File: src/rtl/fra_pkg.sv
// Shared types and codes for the rational fraction ALU.
`timescale 1ns / 1ps
package fra_pkg;

  localparam int WIDTH_DEF = 32;

  localparam logic [1:0] FN_ADD = 2'd0;
  localparam logic [1:0] FN_SUB = 2'd1;
  localparam logic [1:0] FN_MUL = 2'd2;
  localparam logic [1:0] FN_DIV = 2'd3;

  localparam logic [1:0] ERR_OK   = 2'd0;
  localparam logic [1:0] ERR_ZERO = 2'd1;
  localparam logic [1:0] ERR_OVF  = 2'd2;

  // Work steps that run on the shared multiply/divide unit.
  typedef enum logic [8:0] {
    ST_GCD = 9'b000000001,
    ST_Q1  = 9'b000000010,
    ST_LCM = 9'b000000100,
    ST_F1  = 9'b000001000,
    ST_S1  = 9'b000010000,
    ST_F2  = 9'b000100000,
    ST_S2  = 9'b001000000,
    ST_PN  = 9'b010000000,
    ST_PD  = 9'b100000000
  } fra_step_t;

  // Request from the sequencer to the shared unit.
  typedef struct packed {
    logic start;
    logic is_div;
  } fra_req_t;

endpackage

File: src/rtl/fra_unit.sv
// Shared iterative unit: shift-add multiplier and restoring divider, one bit per cycle.
`timescale 1ns / 1ps
module fra_unit import fra_pkg::*; #(
  parameter int WIDTH = WIDTH_DEF
) (
  input  logic             clk,
  input  logic             rst_n,
  input  fra_req_t         req,
  input  logic [WIDTH-1:0] op_a,
  input  logic [WIDTH-1:0] op_b,
  output logic             done,
  output logic [WIDTH-1:0] res_lo,  // product low half or quotient
  output logic [WIDTH-1:0] res_hi   // product high half or remainder
);

  localparam int CW = $clog2(WIDTH + 1);

  logic [WIDTH-1:0] hi_r, lo_r, b_r;
  logic [CW-1:0]    cnt_r;
  logic             busy_r, div_r, done_r;
  logic [WIDTH:0]   sum, trial, diff;

  assign sum   = {1'b0, hi_r} + (lo_r[0] ? {1'b0, b_r} : '0);
  assign trial = {hi_r, lo_r[WIDTH-1]};
  assign diff  = trial - {1'b0, b_r};

  always_ff @(posedge clk) begin
    if (!rst_n) begin
      busy_r <= 1'b0;
      done_r <= 1'b0;
      cnt_r  <= '0;
    end else begin
      done_r <= 1'b0;
      if (req.start) begin
        busy_r <= 1'b1;
        div_r  <= req.is_div;
        cnt_r  <= CW'(WIDTH);
        hi_r   <= '0;
        if (req.is_div) begin
          lo_r <= op_a;
          b_r  <= op_b;
        end else begin
          lo_r <= op_b;
          b_r  <= op_a;
        end
      end else if (busy_r) begin
        if (div_r) begin
          if (!diff[WIDTH]) begin
            hi_r <= diff[WIDTH-1:0];
            lo_r <= {lo_r[WIDTH-2:0], 1'b1};
          end else begin
            hi_r <= trial[WIDTH-1:0];
            lo_r <= {lo_r[WIDTH-2:0], 1'b0};
          end
        end else begin
          hi_r <= sum[WIDTH:1];
          lo_r <= {sum[0], lo_r[WIDTH-1:1]};
        end
        cnt_r <= cnt_r - 1'b1;
        if (cnt_r == CW'(1)) begin
          busy_r <= 1'b0;
          done_r <= 1'b1;
        end
      end
    end
  end

  assign done   = done_r;
  assign res_lo = lo_r;
  assign res_hi = hi_r;

endmodule

File: src/rtl/rational_fraction_alu.sv
// Top level of the rational fraction ALU: request capture, sequencer and result register.
`timescale 1ns / 1ps
// The block takes one request holding two fractions (signed numerator over unsigned
// denominator) and an operation code in in_tuser (add, subtract, multiply, divide), and
// returns one unreduced result fraction with an error code in out_tuser. All work runs on
// one shared unit that multiplies or divides WIDTH bits one bit per cycle. Multiply and divide
// take two unit operations, and add and subtract with equal denominators use none of them.
// With unequal denominators they need the gcd (one division per Euclid step, at most
// about 1.44 * WIDTH steps, usually far fewer) plus six more unit operations. The input
// is not ready while a request is being worked on; a finished result waits in the output
// register while the next request is accepted. Zero denominators and a zero divisor give
// error 1, results that do not fit give error 2, and in both cases the fraction is zero.
module rational_fraction_alu import fra_pkg::*; #(
  parameter int WIDTH = WIDTH_DEF
) (
  input  logic                              clk,
  input  logic                              rst_n,
  input  logic                              in_tvalid,
  output logic                              in_tready,
  // Fields from bit 0 up: a_num, a_den, b_num, b_den, zero padding.
  input  logic [((4*WIDTH+7)/8)*8-1:0]      in_tdata,
  // Fields from bit 0 up: func.
  input  logic [1:0]                        in_tuser,
  output logic                              out_tvalid,
  input  logic                              out_tready,
  // Fields from bit 0 up: res_num, res_den, zero padding.
  output logic [((2*WIDTH+7)/8)*8-1:0]      out_tdata,
  // Fields from bit 0 up: error.
  output logic [1:0]                        out_tuser
);

  localparam int DW_OUT = ((2*WIDTH+7)/8)*8;

  typedef enum logic [5:0] {
    S_IDLE  = 6'b000001,
    S_DEC   = 6'b000010,
    S_ISSUE = 6'b000100,
    S_WAIT  = 6'b001000,
    S_ADD   = 6'b010000,
    S_OUT   = 6'b100000
  } state_t;

  state_t           state_r, state_nxt;
  fra_step_t        step_r;
  logic [1:0]       func_r, err_r;
  logic             an_neg_r, bn_neg_r, s1_neg_r, s2_neg_r, rn_neg_r;
  logic [WIDTH-1:0] an_mag_r, bn_mag_r, ad_r, bd_r;
  logic [WIDTH-1:0] x_r, y_r, f_r, l_r, s1_r, s2_r, rn_r, rd_r;
  logic             out_valid_r;
  logic [WIDTH-1:0] res_num_r, res_den_r;
  logic [1:0]       res_err_r;

  logic [WIDTH-1:0] a_num_in, b_num_in;
  fra_req_t         req;
  logic [WIDTH-1:0] op_a, op_b, u_lo, u_hi;
  logic             u_done;
  logic             mul_neg, mul_fits;
  logic             add_neg, add_ok;
  logic [WIDTH:0]   add_mag, add_lim;
  logic             fire;

  assign a_num_in = in_tdata[WIDTH-1:0];
  assign b_num_in = in_tdata[3*WIDTH-1:2*WIDTH];
  assign fire     = in_tvalid && in_tready;
  assign in_tready = (state_r == S_IDLE);

  // Operand selection for the shared unit.
  always_comb begin
    op_a = ad_r;
    op_b = bd_r;
    req  = '{start: 1'b0, is_div: 1'b0};
    if (state_r == S_ISSUE) begin
      case (step_r)
        ST_GCD: begin
          op_a = y_r; op_b = x_r;
          req  = '{start: (x_r != '0), is_div: 1'b1};
        end
        ST_Q1:  begin op_a = ad_r;     op_b = y_r;  req = '{start: 1'b1, is_div: 1'b1}; end
        ST_LCM: begin op_a = f_r;      op_b = bd_r; req = '{start: 1'b1, is_div: 1'b0}; end
        ST_F1:  begin op_a = l_r;      op_b = ad_r; req = '{start: 1'b1, is_div: 1'b1}; end
        ST_S1:  begin op_a = an_mag_r; op_b = f_r;  req = '{start: 1'b1, is_div: 1'b0}; end
        ST_F2:  begin op_a = l_r;      op_b = bd_r; req = '{start: 1'b1, is_div: 1'b1}; end
        ST_S2:  begin op_a = bn_mag_r; op_b = f_r;  req = '{start: 1'b1, is_div: 1'b0}; end
        ST_PN: begin
          op_a = an_mag_r;
          op_b = (func_r == FN_MUL) ? bn_mag_r : bd_r;
          req  = '{start: 1'b1, is_div: 1'b0};
        end
        ST_PD: begin
          op_a = ad_r;
          op_b = (func_r == FN_MUL) ? bd_r : bn_mag_r;
          req  = '{start: 1'b1, is_div: 1'b0};
        end
        default: req = '{start: 1'b0, is_div: 1'b0};
      endcase
    end
  end

  fra_unit #(.WIDTH(WIDTH)) u_unit (
    .clk    (clk),
    .rst_n  (rst_n),
    .req    (req),
    .op_a   (op_a),
    .op_b   (op_b),
    .done   (u_done),
    .res_lo (u_lo),
    .res_hi (u_hi)
  );

  // Sign of the product at hand, and whether its magnitude fits the signed range.
  always_comb begin
    case (step_r)
      ST_S1:   mul_neg = an_neg_r;
      ST_S2:   mul_neg = bn_neg_r;
      default: mul_neg = an_neg_r ^ bn_neg_r;
    endcase
    mul_fits = (u_hi == '0) &&
               (!u_lo[WIDTH-1] || (mul_neg && (u_lo[WIDTH-2:0] == '0)));
  end

  // Signed-magnitude add of the two scaled numerators.
  always_comb begin
    if (s1_neg_r == s2_neg_r) begin
      add_mag = {1'b0, s1_r} + {1'b0, s2_r};
      add_neg = s1_neg_r;
    end else if (s1_r >= s2_r) begin
      add_mag = {1'b0, s1_r} - {1'b0, s2_r};
      add_neg = s1_neg_r;
    end else begin
      add_mag = {1'b0, s2_r} - {1'b0, s1_r};
      add_neg = s2_neg_r;
    end
    if (add_mag == '0) add_neg = 1'b0;
    add_lim = ((WIDTH+1)'(1) << (WIDTH-1)) - {{WIDTH{1'b0}}, !add_neg};
    add_ok  = (add_mag <= add_lim);
  end

  always_comb begin
    state_nxt = state_r;
    unique case (state_r)
      S_IDLE:  if (fire) state_nxt = S_DEC;
      S_DEC: begin
        if (ad_r == '0 || bd_r == '0 || (func_r == FN_DIV && bn_mag_r == '0)) begin
          state_nxt = S_OUT;
        end else if ((func_r == FN_ADD || func_r == FN_SUB) && ad_r == bd_r) begin
          state_nxt = S_ADD;
        end else begin
          state_nxt = S_ISSUE;
        end
      end
      S_ISSUE: if (req.start) state_nxt = S_WAIT;
      S_WAIT: begin
        if (u_done) begin
          case (step_r)
            ST_LCM:  state_nxt = (u_hi != '0) ? S_OUT : S_ISSUE;
            ST_S1,
            ST_PN:   state_nxt = mul_fits ? S_ISSUE : S_OUT;
            ST_S2:   state_nxt = mul_fits ? S_ADD : S_OUT;
            ST_PD:   state_nxt = S_OUT;
            default: state_nxt = S_ISSUE;
          endcase
        end
      end
      S_ADD:   state_nxt = S_OUT;
      S_OUT:   if (!out_valid_r || out_tready) state_nxt = S_IDLE;
      default: state_nxt = S_IDLE;
    endcase
  end

  always_ff @(posedge clk) begin
    if (!rst_n) begin
      state_r     <= S_IDLE;
      out_valid_r <= 1'b0;
      step_r      <= ST_GCD;
      err_r       <= ERR_OK;
    end else begin
      state_r <= state_nxt;
      if (out_valid_r && out_tready) out_valid_r <= 1'b0;
      unique case (state_r)
        S_IDLE: begin
          if (fire) begin
            func_r   <= in_tuser;
            an_neg_r <= a_num_in[WIDTH-1];
            an_mag_r <= a_num_in[WIDTH-1] ? (~a_num_in + 1'b1) : a_num_in;
            bn_neg_r <= b_num_in[WIDTH-1];
            bn_mag_r <= b_num_in[WIDTH-1] ? (~b_num_in + 1'b1) : b_num_in;
            ad_r     <= in_tdata[2*WIDTH-1:WIDTH];
            bd_r     <= in_tdata[4*WIDTH-1:3*WIDTH];
            err_r    <= ERR_OK;
          end
        end
        S_DEC: begin
          x_r <= ad_r;
          y_r <= bd_r;
          if (ad_r == '0 || bd_r == '0 || (func_r == FN_DIV && bn_mag_r == '0)) begin
            err_r <= ERR_ZERO;
          end else if (func_r == FN_ADD || func_r == FN_SUB) begin
            // Subtract flips the right sign; a zero magnitude stays positive.
            if (func_r == FN_SUB && bn_mag_r != '0) bn_neg_r <= !bn_neg_r;
            step_r   <= ST_GCD;
            s1_neg_r <= an_neg_r;
            s1_r     <= an_mag_r;
            s2_neg_r <= (func_r == FN_SUB && bn_mag_r != '0) ? !bn_neg_r : bn_neg_r;
            s2_r     <= bn_mag_r;
            rd_r     <= ad_r;
          end else begin
            step_r <= ST_PN;
          end
        end
        S_ISSUE: begin
          // Euclid ends when the divisor reaches zero; the gcd is then in y.
          if (step_r == ST_GCD && x_r == '0) step_r <= ST_Q1;
        end
        S_WAIT: begin
          if (u_done) begin
            case (step_r)
              ST_GCD: begin x_r <= u_hi; y_r <= x_r; end
              ST_Q1:  begin f_r <= u_lo; step_r <= ST_LCM; end
              ST_LCM: begin
                l_r    <= u_lo;
                step_r <= ST_F1;
                if (u_hi != '0) err_r <= ERR_OVF;
              end
              ST_F1:  begin f_r <= u_lo; step_r <= ST_S1; end
              ST_S1: begin
                s1_neg_r <= mul_neg && (u_lo != '0);
                s1_r     <= u_lo;
                step_r   <= ST_F2;
                if (!mul_fits) err_r <= ERR_OVF;
              end
              ST_F2:  begin f_r <= u_lo; step_r <= ST_S2; end
              ST_S2: begin
                s2_neg_r <= mul_neg && (u_lo != '0);
                s2_r     <= u_lo;
                rd_r     <= l_r;
                if (!mul_fits) err_r <= ERR_OVF;
              end
              ST_PN: begin
                rn_neg_r <= mul_neg && (u_lo != '0);
                rn_r     <= u_lo;
                step_r   <= ST_PD;
                if (!mul_fits) err_r <= ERR_OVF;
              end
              ST_PD: begin
                rd_r <= u_lo;
                if (u_hi != '0) err_r <= ERR_OVF;
              end
              default: err_r <= err_r;
            endcase
          end
        end
        S_ADD: begin
          rn_neg_r <= add_neg;
          rn_r     <= add_mag[WIDTH-1:0];
          if (!add_ok) err_r <= ERR_OVF;
        end
        S_OUT: begin
          if (!out_valid_r || out_tready) begin
            out_valid_r <= 1'b1;
            res_err_r   <= err_r;
            if (err_r != ERR_OK) begin
              res_num_r <= '0;
              res_den_r <= '0;
            end else begin
              res_num_r <= rn_neg_r ? (~rn_r + 1'b1) : rn_r;
              res_den_r <= rd_r;
            end
          end
        end
        default: err_r <= err_r;
      endcase
    end
  end

  assign out_tvalid = out_valid_r;
  assign out_tdata  = DW_OUT'({res_den_r, res_num_r});
  assign out_tuser  = res_err_r;

endmodule

File: config.mk
export PLATFORM = sky130hd
export DESIGN_NAME = rational_fraction_alu
export DESIGN_NICKNAME = d
export VERILOG_FILES = /design/src/rtl/fra_pkg.sv /design/src/rtl/fra_unit.sv /design/src/rtl/rational_fraction_alu.sv
export SDC_FILE = /design/constraint.sdc
export NUM_CORES = 2
export LEC_CHECK = 0
export ABC_AREA = 1
export BUFFER_PORTS_ARGS = -buffer_cell sky130_fd_sc_hd__buf_2
export CAP_MARGIN = 10
export CORE_MARGIN = 2
export CORE_UTILIZATION = 51
export DETAILED_ROUTE_END_ITERATION = 12
export MAX_ROUTING_LAYER = met4
export PLACE_DENSITY_LB_ADDON = 0.3
export SYNTH_ARGS = -nofsm -noshare
export SYNTH_HDL_FRONTEND = slang
export SYNTH_SLANG_ARGS = --single-unit
File: constraint.sdc
create_clock -name clk -period 34.1 [get_ports clk]
set_input_delay 1.705 -clock clk [delete_from_list [all_inputs] [get_ports clk]]
set_output_delay 1.705 -clock clk [all_outputs]
set_load 0.02 [all_outputs]
==> flow_summary.ini <==
[run_status]
status = complete, but fails checks
violations = max-slew violations

[route]
drcViolationCount = 0
wl_per_cell_um = 26.1
wl_um = 170000
routed_via_density = 6.04
first_pass_iters = 9
drt_iter0_markers = 5707
vias = 39300
ant_nets = 0

[grt]
grt_pass1_vias = 36000
grt_max_degree = 184
grt_antenna_before_repair = 17
gr-usage-all-layers_pct = 41.9
overflow = 0
grt_pass1_wl_um = 241000

[logic_synthesis]
ys_seq_area_share_pct = 42.1
syn_area_um2 = 40700
syn_inst = 5263
synthAdderAreaFrac_pct = 5.78
synthMuxAreaShare_pct = 0
synth_async_sr_flop_share_pct = 0
synthXorXnorAreaFrac_pct = 2.78
synth_nets = 5582
synth_top_family_by_area = simple AND/OR/NAND/NOR gates
ys_ff_latch = 580
yosys_warnings = 0
avgSynthCellArea_um2 = 7.73
synthDistinctLibCells = 68
synth_compound_area_share_pct = 15.7
ys.flop_type = edfxtp_1
synth_edf_count = 554
yosys.area_share.simple_pct = 23.5

[layout]
fin_nets = 5704
layout.cells.non_filler = 6499
drive_gt1_share_pct = 9.42
final_util_pct = 56.8
syn_to_final_growth_pct = 10.3

[timing]
tns_ns = 0
period_needed_ns = 5.61
clock.fmax_mhz = 178
setup_viol = 0
rsz0062_at_grt = false
timing.final.hold_violations = 0
maxSlewViolCount = 1
fin_crit_sh_pct = 16.5
worst_pin_slew_ns = 1.63
fin_skew_ns = 0.0421
setup_ws_ns = 28.49
slew_headroom_pct = -8.56

[die]
start_util_pct = 51.5
ios = 202
rows = 103
fp.dieH_um = 287
coreArea_um2 = 79000
die_area_um2 = 82100
die_w_um = 287

[clock_tree]
cts_resized = 0
path_clk_slew_ns = 0.06
htree_levels = 3
cts.sinks = 580
cts_made_buffers = 66
postCtsSetupRepairBufs = 0
holdBufCountCts = 0
root_buffer = clkbuf_16
clock_latency_ns = 0.66
clockBufferDepth = 3
tritoncts = built

[setup_path]
required_ns = 34.61
path_max_fanout = 32
worstSetupStartpointType = register
critPathArrivalTime_ns = 6.12
startpoint = step_r[6]$_SDFFE_PN0P_
r2r_slack_ns = 28.49
cp-end-kind = register
worstSetupPathType = reg -> reg
timing.rr.start = step_r[6]$_SDFFE_PN0P_

[hold_path]
min-delay-start = u_unit.cnt_r[0]$_SDFFE_PP0P_
hp-class = reg -> reg

[place]
gp_congestion = 1.08
dp_cells = 6364
post-dp-hpwl_um = 130000
pre_cts_slack_ns = 28.78
port_buffers = 201

[power]
p_per_area_nw_per_um2 = 49.1
ir_worst_vdd_mv = 0.0494
leakagePower_nw = 19.7

[flow_run]
cap_violations = 0
routing by layer:
layer  vias to the layer above  track usage [%]  wire [um]
li1                      17900                -          -
met1                     18500             51.5      64200
met2                      2308             63.0      74700
met3                       514             7.93      17100
met4                         0             27.7      13900
met5                         -                -          0
critical path, cell delays in order (launching register included):
cell and delay (ns):
dfxtp_1 0.33, nor2_1 0.16, inv_1 0.08, nor2_1 0.23
inv_1 0.13, nor2_1 0.14, nand3_1 0.08, buf_4 0.26
inv_1 0.60, buf_4 0.47, nor2_1 0.15, nand4_1 0.12
clkinv_1 0.43, nor2_4 0.97, o41ai_1 0.23, o21ai_0 0.58
o21ai_0 0.18, a21oi_1 0.18, a31o_2 0.12
area by class of cell:
class | instances | area, um2
Antenna cell | 13 | 32.5
Clock buffer | 81 | 1720
Clock inverter | 38 | 527
Fill cell | 7431 | 34100
Inverter | 842 | 3160
Multi-Input combinational cell | 3645 | 19600
Sequential cell | 580 | 17200
Tap cell | 1050 | 1310
Timing Repair Buffer | 250 | 1380
path summary, 6_finish.rpt:
kind                                        to  depth (start not counted)
hold reg to reg   u_unit.cnt_r[0]$_SDFFE_PP0P_                          2
hold / removal    u_unit.cnt_r[0]$_SDFFE_PP0P_                          2
setup reg to reg   u_unit.res_lo[29]$_DFFE_PP_                         18
setup / recovery   u_unit.res_lo[29]$_DFFE_PP_                         18
placed cells by master (no fill, tap or decap), drive strengths merged, types with 26 or more instances in the layout:
cell	n
nor3	84
nor2	462
inv	835
edfxtp	554
clkbuf	82
o211ai	51
ha	180
a21oi	333
nand2	1266
buf	249
o22ai	64
o21ai	481
nand3	229
clkinv	31
xor2	84
xnor2	45
dfxtp	26
nand4	64
nor4	56
through the flow:
step	power, mW	hold WS, ns	area (um2)
CTS	2.17	0.493	44800
global route	2.26	0.521	44900
global placement	1.44	0.481	42600
floorplan	1.22	0.423	40700
finish	2.21	0.493	44900
detailed placement	1.45	0.485	42600
cell usage after synthesis (all sizes together), types with 3 or more instances:
cell type,instances,area (um2)
a221oi,23,201
clkbuf,143,537
buf,53,405
o21a,16,120
xor2,84,736
nor2,462,1880
o211ai,51,383
nand4,64,407
o22ai,64,400
a21boi,3,22.5
o32ai,9,78.8
dfxtp,26,521
clkinv,8,30.0
nor3b,14,105
o221ai,6,52.6
o221a,7,78.8
a21o,9,67.6
a21oi,333,1700
xnor2,45,394
o21ai,481,2410
a2111oi,8,70.1
o41ai,15,131
o31ai,12,90.1
and2,6,37.5
nand3,229,1180
or2,22,138
nor4,56,350
nor3,84,430
o2111ai,9,78.8
a211oi,10,75.1
a41oi,3,26.3
a31oi,15,93.8
a22o,8,70.1
edfxtp,554,16600
a31o,11,96.3
and3,7,43.8
nand2,1266,4940
o21bai,14,105
ha,180,2250
fa,5,100
inv,834,3130
nand3b,4,30.0
power breakdown:
group	leakage, nW	switching (mW)	internal, mW
registers	5.24	0.0450	0.853
logic	13.4	0.423	0.143
clock network	1.06	0.320	0.421
total	19.7	0.788	1.42
logic make-up after synthesis:
family,count (synthesis)
buffers and inverters,1038
XOR/XNOR,129
flip-flops,580
AO/OA/AOI/OAI,1112
AND/OR/NAND/NOR,2219
adder cells (fa/ha/maj),185
No activity file was read; power rests on OpenSTA's default activity.
